File: src/kmsd_pkg.sv
// Shared constants, types and register codes for the key matrix scanner.
package kmsd_pkg;

    localparam int MAX_ROWS = 8;
    localparam int MAX_COLS = 8;
    localparam int ROW_W    = 3;
    localparam int COL_W    = 3;
    localparam int CNT_W    = 4;
    localparam int CFG_W    = 4;
    localparam int LEVEL_W  = 8;
    localparam int KEY_W    = 6;
    localparam int CFG_IDX_W = 2;

    localparam logic [CFG_W-1:0] DEBOUNCE_RESET = 4'd5;
    localparam logic [CFG_W-1:0] ROWS_RESET     = 4'd8;
    localparam logic [CFG_W-1:0] COLS_RESET     = 4'd8;
    localparam logic [CFG_W-1:0] ROWS_LIMIT     = 4'd8;
    localparam logic [CFG_W-1:0] COLS_LIMIT     = 4'd8;

    localparam logic [CFG_IDX_W-1:0] CFG_PRESS_THRESHOLD = 2'd0;
    localparam logic [CFG_IDX_W-1:0] CFG_ROWS_IN_USE     = 2'd1;
    localparam logic [CFG_IDX_W-1:0] CFG_COLS_IN_USE     = 2'd2;

    localparam logic EV_PRESS   = 1'b0;
    localparam logic EV_RELEASE = 1'b1;

    typedef logic [MAX_COLS-1:0][CNT_W-1:0] t_cnt_row;

    typedef struct packed {
        logic [MAX_COLS-1:0] fire;
        logic [MAX_COLS-1:0] kind;
        logic [ROW_W-1:0]    row;
    } t_row_events;

endpackage

File: src/kmsd_counters.sv
// Debounce counter bank: updates one row of counters per scan tick and flags edges.
module kmsd_counters (
    input  logic                             i_clk,
    input  logic                             i_rst_n,
    input  logic                             i_update,
    input  logic [kmsd_pkg::ROW_W-1:0]       i_row,
    input  logic [kmsd_pkg::LEVEL_W-1:0]     i_levels,
    input  logic [kmsd_pkg::CFG_W-1:0]       i_max,
    input  logic [kmsd_pkg::CFG_W-1:0]       i_ncols,
    output kmsd_pkg::t_row_events            o_events
);

    kmsd_pkg::t_cnt_row r_cnt [kmsd_pkg::MAX_ROWS];
    kmsd_pkg::t_cnt_row n_row;
    kmsd_pkg::t_cnt_row cur_row;

    assign cur_row = r_cnt[i_row];

    // Each column steps independently; columns beyond the count in use hold.
    always_comb begin
        n_row         = cur_row;
        o_events.fire = '0;
        o_events.kind = '0;
        o_events.row  = i_row;
        for (int c = 0; c < kmsd_pkg::MAX_COLS; c++) begin
            if (c[kmsd_pkg::CFG_W-1:0] < i_ncols) begin
                if (!i_levels[c]) begin
                    if (cur_row[c] < i_max) begin
                        n_row[c] = cur_row[c] + 4'd1;
                        if (n_row[c] == i_max) begin
                            o_events.fire[c] = 1'b1;
                            o_events.kind[c] = kmsd_pkg::EV_PRESS;
                        end
                    end
                end else if (cur_row[c] != '0) begin
                    n_row[c] = cur_row[c] - 4'd1;
                    if (n_row[c] == '0) begin
                        o_events.fire[c] = 1'b1;
                        o_events.kind[c] = kmsd_pkg::EV_RELEASE;
                    end
                end
            end
        end
    end

    always_ff @(posedge i_clk) begin
        if (!i_rst_n) begin
            for (int r = 0; r < kmsd_pkg::MAX_ROWS; r++) begin
                r_cnt[r] <= '0;
            end
        end else if (i_update) begin
            r_cnt[i_row] <= n_row;
        end
    end

endmodule

File: src/kmsd_emitter.sv
// Event emitter: holds one tick's event mask and sends events one beat at a time.
module kmsd_emitter (
    input  logic                             i_clk,
    input  logic                             i_rst_n,
    input  logic                             i_load,
    input  kmsd_pkg::t_row_events            i_events,
    input  logic [kmsd_pkg::CFG_W-1:0]       i_ncols,
    output logic                             o_free,
    output logic                             o_valid,
    input  logic                             i_stall,
    output logic                             o_event_kind,
    output logic [kmsd_pkg::KEY_W-1:0]       o_key_code,
    output logic [kmsd_pkg::ROW_W-1:0]       o_row_index,
    output logic [kmsd_pkg::COL_W-1:0]       o_col_index,
    output logic                             o_last_event
);

    logic [kmsd_pkg::MAX_COLS-1:0] r_fire;
    logic [kmsd_pkg::MAX_COLS-1:0] r_kind;
    logic [kmsd_pkg::ROW_W-1:0]    r_row;
    logic                          r_out_valid;
    logic                          r_event_kind;
    logic [kmsd_pkg::KEY_W-1:0]    r_key_code;
    logic [kmsd_pkg::ROW_W-1:0]    r_row_index;
    logic [kmsd_pkg::COL_W-1:0]    r_col_index;
    logic                          r_last_event;

    logic [kmsd_pkg::COL_W-1:0]    sel;
    logic [kmsd_pkg::MAX_COLS-1:0] rest;
    logic                          out_open;
    logic                          out_load;
    logic [7:0]                    code_full;

    // Lowest pending column goes first.
    always_comb begin
        sel = '0;
        for (int c = kmsd_pkg::MAX_COLS - 1; c >= 0; c--) begin
            if (r_fire[c]) begin
                sel = c[kmsd_pkg::COL_W-1:0];
            end
        end
    end

    assign rest      = r_fire & ~(8'd1 << sel);
    assign out_open  = !r_out_valid || !i_stall;
    assign out_load  = out_open && (r_fire != '0);
    assign o_free    = (r_fire == '0) || (out_load && (rest == '0));
    assign code_full = ({5'd0, r_row} * {4'd0, i_ncols}) + {5'd0, sel};

    always_ff @(posedge i_clk) begin
        if (!i_rst_n) begin
            r_fire      <= '0;
            r_out_valid <= 1'b0;
        end else begin
            if (i_load) begin
                r_fire <= i_events.fire;
            end else if (out_load) begin
                r_fire <= rest;
            end
            if (out_open) begin
                r_out_valid <= (r_fire != '0);
            end
        end
    end

    always_ff @(posedge i_clk) begin
        if (i_load) begin
            r_kind <= i_events.kind;
            r_row  <= i_events.row;
        end
        if (out_load) begin
            r_event_kind <= r_kind[sel];
            r_key_code   <= code_full[kmsd_pkg::KEY_W-1:0];
            r_row_index  <= r_row;
            r_col_index  <= sel;
            r_last_event <= (rest == '0);
        end
    end

    assign o_valid      = r_out_valid;
    assign o_event_kind = r_event_kind;
    assign o_key_code   = r_key_code;
    assign o_row_index  = r_row_index;
    assign o_col_index  = r_col_index;
    assign o_last_event = r_last_event;

endmodule

File: src/key_matrix_scan_debounce.sv
// Top level of the key matrix scanner with per-key integrating debounce.
//
// Usage: each beat on the input channel (i_valid, o_stall, i_col_levels) is one
// scan tick carrying the active-low column levels of the row currently driven.
// The block keeps a 4-bit debounce counter per key; a counter reaching the
// debounce maximum yields a press event and one falling to zero a release.
// Events leave on the output channel (o_valid, i_stall) one beat per cycle while
// the receiver does not stall, in column order, with o_last_event set on the
// final event of a tick. The first event of a tick passes through the input
// register, then the counter update into the event mask, then the output
// register. A tick yields at most eight events. The input register can take a
// new tick while the last one's events still go out; it enters the event mask
// once the last of those events is loaded into the output register.
// The row pointer advances when a tick is accepted and wraps at rows_in_use.
// Configuration writes (i_cfg_valid, o_cfg_ready, always ready) set
// press_threshold, rows_in_use and cols_in_use; they are expected while idle.
// Reset clears all counters, the row pointer and any pending events, and
// restores the register defaults (5, 8, 8). When the receiver stalls, the
// current event holds, the mask and input register fill, and o_stall rises.
module key_matrix_scan_debounce (
    input  logic                               i_clk,
    input  logic                               i_rst_n,
    input  logic                               i_valid,
    output logic                               o_stall,
    input  logic [kmsd_pkg::LEVEL_W-1:0]       i_col_levels,
    output logic                               o_valid,
    input  logic                               i_stall,
    output logic                               o_event_kind,
    output logic [kmsd_pkg::KEY_W-1:0]         o_key_code,
    output logic [kmsd_pkg::ROW_W-1:0]         o_row_index,
    output logic [kmsd_pkg::COL_W-1:0]         o_col_index,
    output logic                               o_last_event,
    input  logic                               i_cfg_valid,
    output logic                               o_cfg_ready,
    input  logic [kmsd_pkg::CFG_IDX_W-1:0]     i_cfg_index,
    input  logic [kmsd_pkg::CFG_W-1:0]         i_cfg_data
);

    logic [kmsd_pkg::CFG_W-1:0]   r_press_threshold;
    logic [kmsd_pkg::CFG_W-1:0]   r_rows_in_use;
    logic [kmsd_pkg::CFG_W-1:0]   r_cols_in_use;
    logic [kmsd_pkg::ROW_W-1:0]   r_row_ptr;
    logic                         r_in_valid;
    logic [kmsd_pkg::LEVEL_W-1:0] r_in_levels;
    logic [kmsd_pkg::ROW_W-1:0]   r_in_row;

    logic [kmsd_pkg::CFG_W-1:0]   ncols;
    logic [kmsd_pkg::CFG_W-1:0]   nrows;
    logic [kmsd_pkg::CFG_W-1:0]   row_inc;
    logic [kmsd_pkg::ROW_W-1:0]   n_row_ptr;
    logic                         in_accept;
    logic                         emit_free;
    logic                         mask_load;
    kmsd_pkg::t_row_events        row_events;

    // Effective counts: requests beyond the matrix size are clipped.
    assign ncols = (r_cols_in_use > kmsd_pkg::COLS_LIMIT) ? kmsd_pkg::COLS_LIMIT : r_cols_in_use;
    assign nrows = (r_rows_in_use > kmsd_pkg::ROWS_LIMIT) ? kmsd_pkg::ROWS_LIMIT : r_rows_in_use;

    // The pointer wraps once the next row would reach the count in use; this
    // also returns to row zero when the count was lowered below the pointer.
    assign row_inc   = {1'b0, r_row_ptr} + 4'd1;
    assign n_row_ptr = (row_inc >= nrows) ? '0 : row_inc[kmsd_pkg::ROW_W-1:0];

    assign mask_load = r_in_valid && emit_free;
    assign o_stall   = r_in_valid && !emit_free;
    assign in_accept = i_valid && !o_stall;
    assign o_cfg_ready = 1'b1;

    always_ff @(posedge i_clk) begin
        if (!i_rst_n) begin
            r_press_threshold <= kmsd_pkg::DEBOUNCE_RESET;
            r_rows_in_use     <= kmsd_pkg::ROWS_RESET;
            r_cols_in_use     <= kmsd_pkg::COLS_RESET;
        end else if (i_cfg_valid) begin
            case (i_cfg_index)
                kmsd_pkg::CFG_PRESS_THRESHOLD: r_press_threshold <= i_cfg_data;
                kmsd_pkg::CFG_ROWS_IN_USE:     r_rows_in_use     <= i_cfg_data;
                kmsd_pkg::CFG_COLS_IN_USE:     r_cols_in_use     <= i_cfg_data;
                default: ;
            endcase
        end
    end

    // Input register: holds one tick and the row it belongs to until the
    // event mask is free to take its update.
    always_ff @(posedge i_clk) begin
        if (!i_rst_n) begin
            r_in_valid <= 1'b0;
            r_row_ptr  <= '0;
        end else begin
            if (in_accept) begin
                r_in_valid <= 1'b1;
                r_row_ptr  <= n_row_ptr;
            end else if (mask_load) begin
                r_in_valid <= 1'b0;
            end
        end
    end

    always_ff @(posedge i_clk) begin
        if (in_accept) begin
            r_in_levels <= i_col_levels;
            r_in_row    <= r_row_ptr;
        end
    end

    kmsd_counters u_counters (
        .i_clk    (i_clk),
        .i_rst_n  (i_rst_n),
        .i_update (mask_load),
        .i_row    (r_in_row),
        .i_levels (r_in_levels),
        .i_max    (r_press_threshold),
        .i_ncols  (ncols),
        .o_events (row_events)
    );

    kmsd_emitter u_emitter (
        .i_clk        (i_clk),
        .i_rst_n      (i_rst_n),
        .i_load       (mask_load),
        .i_events     (row_events),
        .i_ncols      (ncols),
        .o_free       (emit_free),
        .o_valid      (o_valid),
        .i_stall      (i_stall),
        .o_event_kind (o_event_kind),
        .o_key_code   (o_key_code),
        .o_row_index  (o_row_index),
        .o_col_index  (o_col_index),
        .o_last_event (o_last_event)
    );

endmodule

File: config.mk
export PLATFORM = sky130hd
export DESIGN_NAME = key_matrix_scan_debounce
export DESIGN_NICKNAME = d
export VERILOG_FILES = /design/src/kmsd_pkg.sv /design/src/kmsd_counters.sv /design/src/kmsd_emitter.sv /design/src/key_matrix_scan_debounce.sv
export SDC_FILE = /design/constraint.sdc
export NUM_CORES = 1
export LEC_CHECK = 0
export ABC_CLOCK_PERIOD_IN_PS = 3480
export BUFFER_PORTS_ARGS = -buffer_cell sky130_fd_sc_hd__buf_2
export CAP_MARGIN = 10
export CORE_ASPECT_RATIO = 0.7
export CORE_MARGIN = 2
export CORE_UTILIZATION = 55
export CTS_BUF_LIST = sky130_fd_sc_hd__clkbuf_16
export CTS_CLUSTER_DIAMETER = 80
export DETAILED_ROUTE_END_ITERATION = 12
export GPL_TIMING_DRIVEN = 0
export PLACE_DENSITY = 0.74
export RECOVER_POWER = 25
export SLEW_MARGIN = 15
export SYNTH_ARGS = -nofsm -noshare
export SYNTH_HDL_FRONTEND = slang
export SYNTH_SLANG_ARGS = --single-unit
File: constraint.sdc
create_clock -name i_clk -period 3.48 [get_ports i_clk]
set_input_delay 0.348 -clock i_clk [delete_from_list [all_inputs] [get_ports i_clk]]
set_output_delay 0.348 -clock i_clk [all_outputs]
set_load 0.005 [all_outputs]
==> summary.md <==
| Metric | Value |
|---|---|
| Outcome | finished, violations left |
| Failing checks | negative setup slack |
| Port buffer count | 34 |
| Worst-path clk slew | 0.06 ns |
| RePlAce Congestion | 0.920 |
| Synth cell types | 103 |
| Finished Cell Area | 0.0225 mm^2 |
| Measured slew at the worst slew-check pin | 1.03 ns |
| Total gr overflow | 0 |
| Slowest stage cell, crit path | mux4_2 |
| Starting density of the core | 55.6% |
| Top cells by area, synth | edfxtp_1, nor2_1, ha_1 |
| Worst Hold Depth | 1 |
| # nets final | 1,771 |
| MaxCap Viol Count | 0 |
| Slowest Stage Delay on Critical Path | 0.54 ns |
| Area Overhead vs Synth | 25.4% |
| Register Area | 0.00934 mm^2 |
| P_sw | 0.00373 W |
| Worst-case reg-to-reg path depth | 15 |
| CTS Sinks | 320 |
| Crit start category | register |
| Critical path data required time | 3.75 ns |
| Initial antenna violation count | 1 |
| Switching power share of the total | 31.5% |
| Pins Over Slew Limit | 0 |
| # IOs | 36 |
| Die height | 155 um |
| Maximum clock rate | 276 MHz |
| Critical Path Fanout Max | 8 |
| Power per cell area | 527 mW/mm^2 |
| FF+latch count, synth | 320 |
| Worst setup path class | register to register |
| Rows | 55 |
| Synthesized Nets | 1,551 |
| Worst-Skew Late Latency | 0.53 ns |
| TritonCTS buffer count | 34 |
| Ys Warns | 0 |
| Largest net degree at the start of global routing | 33 |
| Minimum clock period | 3.63 ns |
| Internal | 0.00811 W |
| Placed cell areas | 0.0187 mm^2 |
| Hold Violations, Final | 0 |
| Final std cells w/o fill | 2,129 |
| Area of the multi-input gates | 0.00888 mm^2 |
| Clk pwr share | 30.3% |
| Root Buffer | clkbuf_16 |
| Detail Placement HPWL | 34,100 um |
| FILL cells | 2,135 |
| Family with the most delay on the worst path | compound AO/OA/AOI/OAI gates |
| DR iter-0 viols | 2,028 |
| Yosys top cell area share | 49.0% |
| Post-route DRC | 0 |
| WL final | 57,900 um |
| Final ANT Viol Nets | 0 |
| WL per Instance | 27.2 um |
| Most common cell after layout, fill and taps aside | edfxtp_1 |
| Clk_skew | 0.0230 ns |
| Instance count on the critical path | 15 |
| Avg Vias per Cell | 6.51 |
| Post-Place Cells | 1,918 |
| Sequential cell fraction of total power | 38.7% |
| Share of layout cells above drive strength 1 | 32.1% |
| DIE WIDTH | 220 um |
| Syn avg cell area | 12.3 um^2 |
| # H-tree levels | 2 |
| HP Start | i_col_levels[3] |
| Pleak | 8.64 nW |
| CTS Buffer Depth | 3 |
| Post-Syn Instances | 1,457 |
| Synthesized area | 0.0179 mm^2 |
| Top_reg_cell synth | edfxtp_1 |
| Critical Path AT | 3.90 ns |
| Die area | 0.0340 mm^2 |
| Via count | 13,900 |
| Final setup margin | -0.147 ns |
| Most used cell, CP | buf_12 |
| Largest area contributor in the netlist | edfxtp_1 |
| Core area | 0.0322 mm^2 |
| Hold Path Class | input pin to register |
| Commonest cells after routing, fill and taps aside | edfxtp_1, nor2_1, buf_4 |
| First-pass GRT wire length | 81,800 um |
| CTS tree | done |
| Peak VDD IR | 0.433 mV |
| Total GRT Usage | 32.8% |
| DR pass1 iterations | 8 |
| Critical-path cell list | buf_12 > buf_12 > buf_12 > mux4_2 > mux2i_4 > inv_2 > ha_4 > nor2b_1 > o21a_1 > o21ai_2 > nand2_2 > a221o_1 > a22oi_4 > buf_12 > nor2_1 |
| Number of enable flip-flop cells after synthesis | 292 |
| Bufs and invs on worst path | 5 |
| Final Power | 0.0118 W |
| Final setup fails | 73 |
| Ant diodes | 0 |
| FFs w/ async S/R, synth | 0% |
| Sequential fraction of the synthesis area | 52.1% |
| RSZ-0062 raised after global routing | true |
| Comb power frac | 31.0% |
| Rel. slew slack | 31.5% |
| Final Cycle Share | 104% |
| Vias in the first global route | 13,000 |
| CP endpoint kind | register |
-- synthesized netlist by cell type, types with 5 or more instances --
cell        n
a21o_1     10
a21oi_1    41
a31oi_1     9
and2_1     17
buf_2      14
buf_4       7
buf_6      27
clkbuf_1   17
dfxtp_1    28
edfxtp_1  292
ha_1       71
inv_1      39
inv_2       6
mux2_2     17
mux2i_1    51
mux2i_4     5
mux4_1     27
mux4_2     29
nand2_1    76
nand2b_1    5
nand3_1    32
nand3b_1    6
nand4_1     6
nor2_1    307
nor2b_1    24
nor3_1     21
nor4_1      9
o211ai_1   15
o21a_1     14
o21ai_0    31
o21ai_1     5
o221ai_1    5
o31ai_1     6
or3_1       5
xnor2_1    41
xor2_1     14
-- cell type report --
class | count | share of cell area, %
Tap cell | 427 | 2.38
Multi-Input combinational cell | 1019 | 39.5
Clock inverter | 26 | 0.903
Inverter | 46 | 0.881
Sequential cell | 320 | 41.6
Timing Repair Buffer | 187 | 7.41
Buffer | 69 | 3.39
Clock buffer | 35 | 3.90
-- power by group through the flow --
stage	Combinational (W)	Clock [W]	Sequential (W)
after detailed placement	0.00247	0	0.00464
after global placement	0.00241	0	0.00463
after floorplan	0.00181	0	0.00460
after CTS	0.00303	0.00360	0.00457
final	0.00367	0.00359	0.00458
after global routing	0.00384	0.00374	0.00460
-- stage by stage --
| stage | hold WS, ns | util [%] | setup TNS (ns) | worst slack (ns) |
|---|---|---|---|---|
| 2_1_floorplan | 0.421 | - | 0 | 0.00691 |
| 3_3_place_gp | 0.478 | 58.0 | -359.47 | -1.10 |
| 3_5_place_dp | 0.477 | 58.0 | -379.24 | -1.11 |
| 4_1_cts | 0.00452 | 66.0 | -0.000795 | -0.000795 |
| 5_1_grt | 0.00493 | 69.7 | -12.68 | -0.180 |
| 6_report | 0.0102 | 69.7 | -3.47 | -0.147 |
-- timing repair --
| action | CTS | global route |
|---|---|---|
| hold buffers | 6 | 0 |
| pin swaps | 31 | 46 |
| endpoints found under the hold margin | 6 | 0 |
| gates resized for setup | 153 | 156 |
| setup buffers | 77 | 66 |
| endpoints found under the setup margin | 525 | 380 |
| cloned | 6 | 2 |
-- layer usage --
| layer | up-vias | track usage, % | wire (um) | part of all wire, % |
|---|---|---|---|---|
| met1 | 6772 | 47.8 | 22400 | 39 |
| met5 | - | 0 | 0 | 0 |
| met2 | 1060 | 49.2 | 25300 | 44 |
| met4 | 0 | 9.43 | 2320 | 4.0 |
| li1 | 5854 | - | - | - |
| met3 | 169 | 7.88 | 7780 | 13 |
-- registers in the layout, summed over array words and instances (netlist names), named ones only --
name / cells
r_cols_in_use: 4
r_in_levels: 8
r_in_row: 3
r_in_valid: 1
r_press_threshold: 4
r_row_ptr: 3
r_rows_in_use: 4
u_counters.r_cnt: 256
u_emitter.o_col_index: 3
u_emitter.o_event_kind: 1
u_emitter.o_key_code: 6
u_emitter.o_last_event: 1
u_emitter.o_row_index: 3
u_emitter.o_valid: 1
u_emitter.r_fire: 8
u_emitter.r_kind: 8
u_emitter.r_row: 3
-- final timing paths --
check                           endpoint  slack [ns]
setup / recovery  u_counters.r_cnt[7][1]       -0.15
hold / removal            r_in_levels[3]        0.01
setup reg to reg  u_counters.r_cnt[7][1]       -0.15
hold reg to reg       u_emitter.r_row[1]        0.49
-- logic make-up after synthesis --
family	synth area share, %
XOR/XNOR	2.69
multiplexers	12.5
AO/OA/AOI/OAI	8.70
buffers and inverters	4.42
AND/OR/NAND/NOR	14.1
adder cells (fa/ha/maj)	5.46
flip-flops	52.1
other	0.0209
Power figures use the tool's default switching activity.
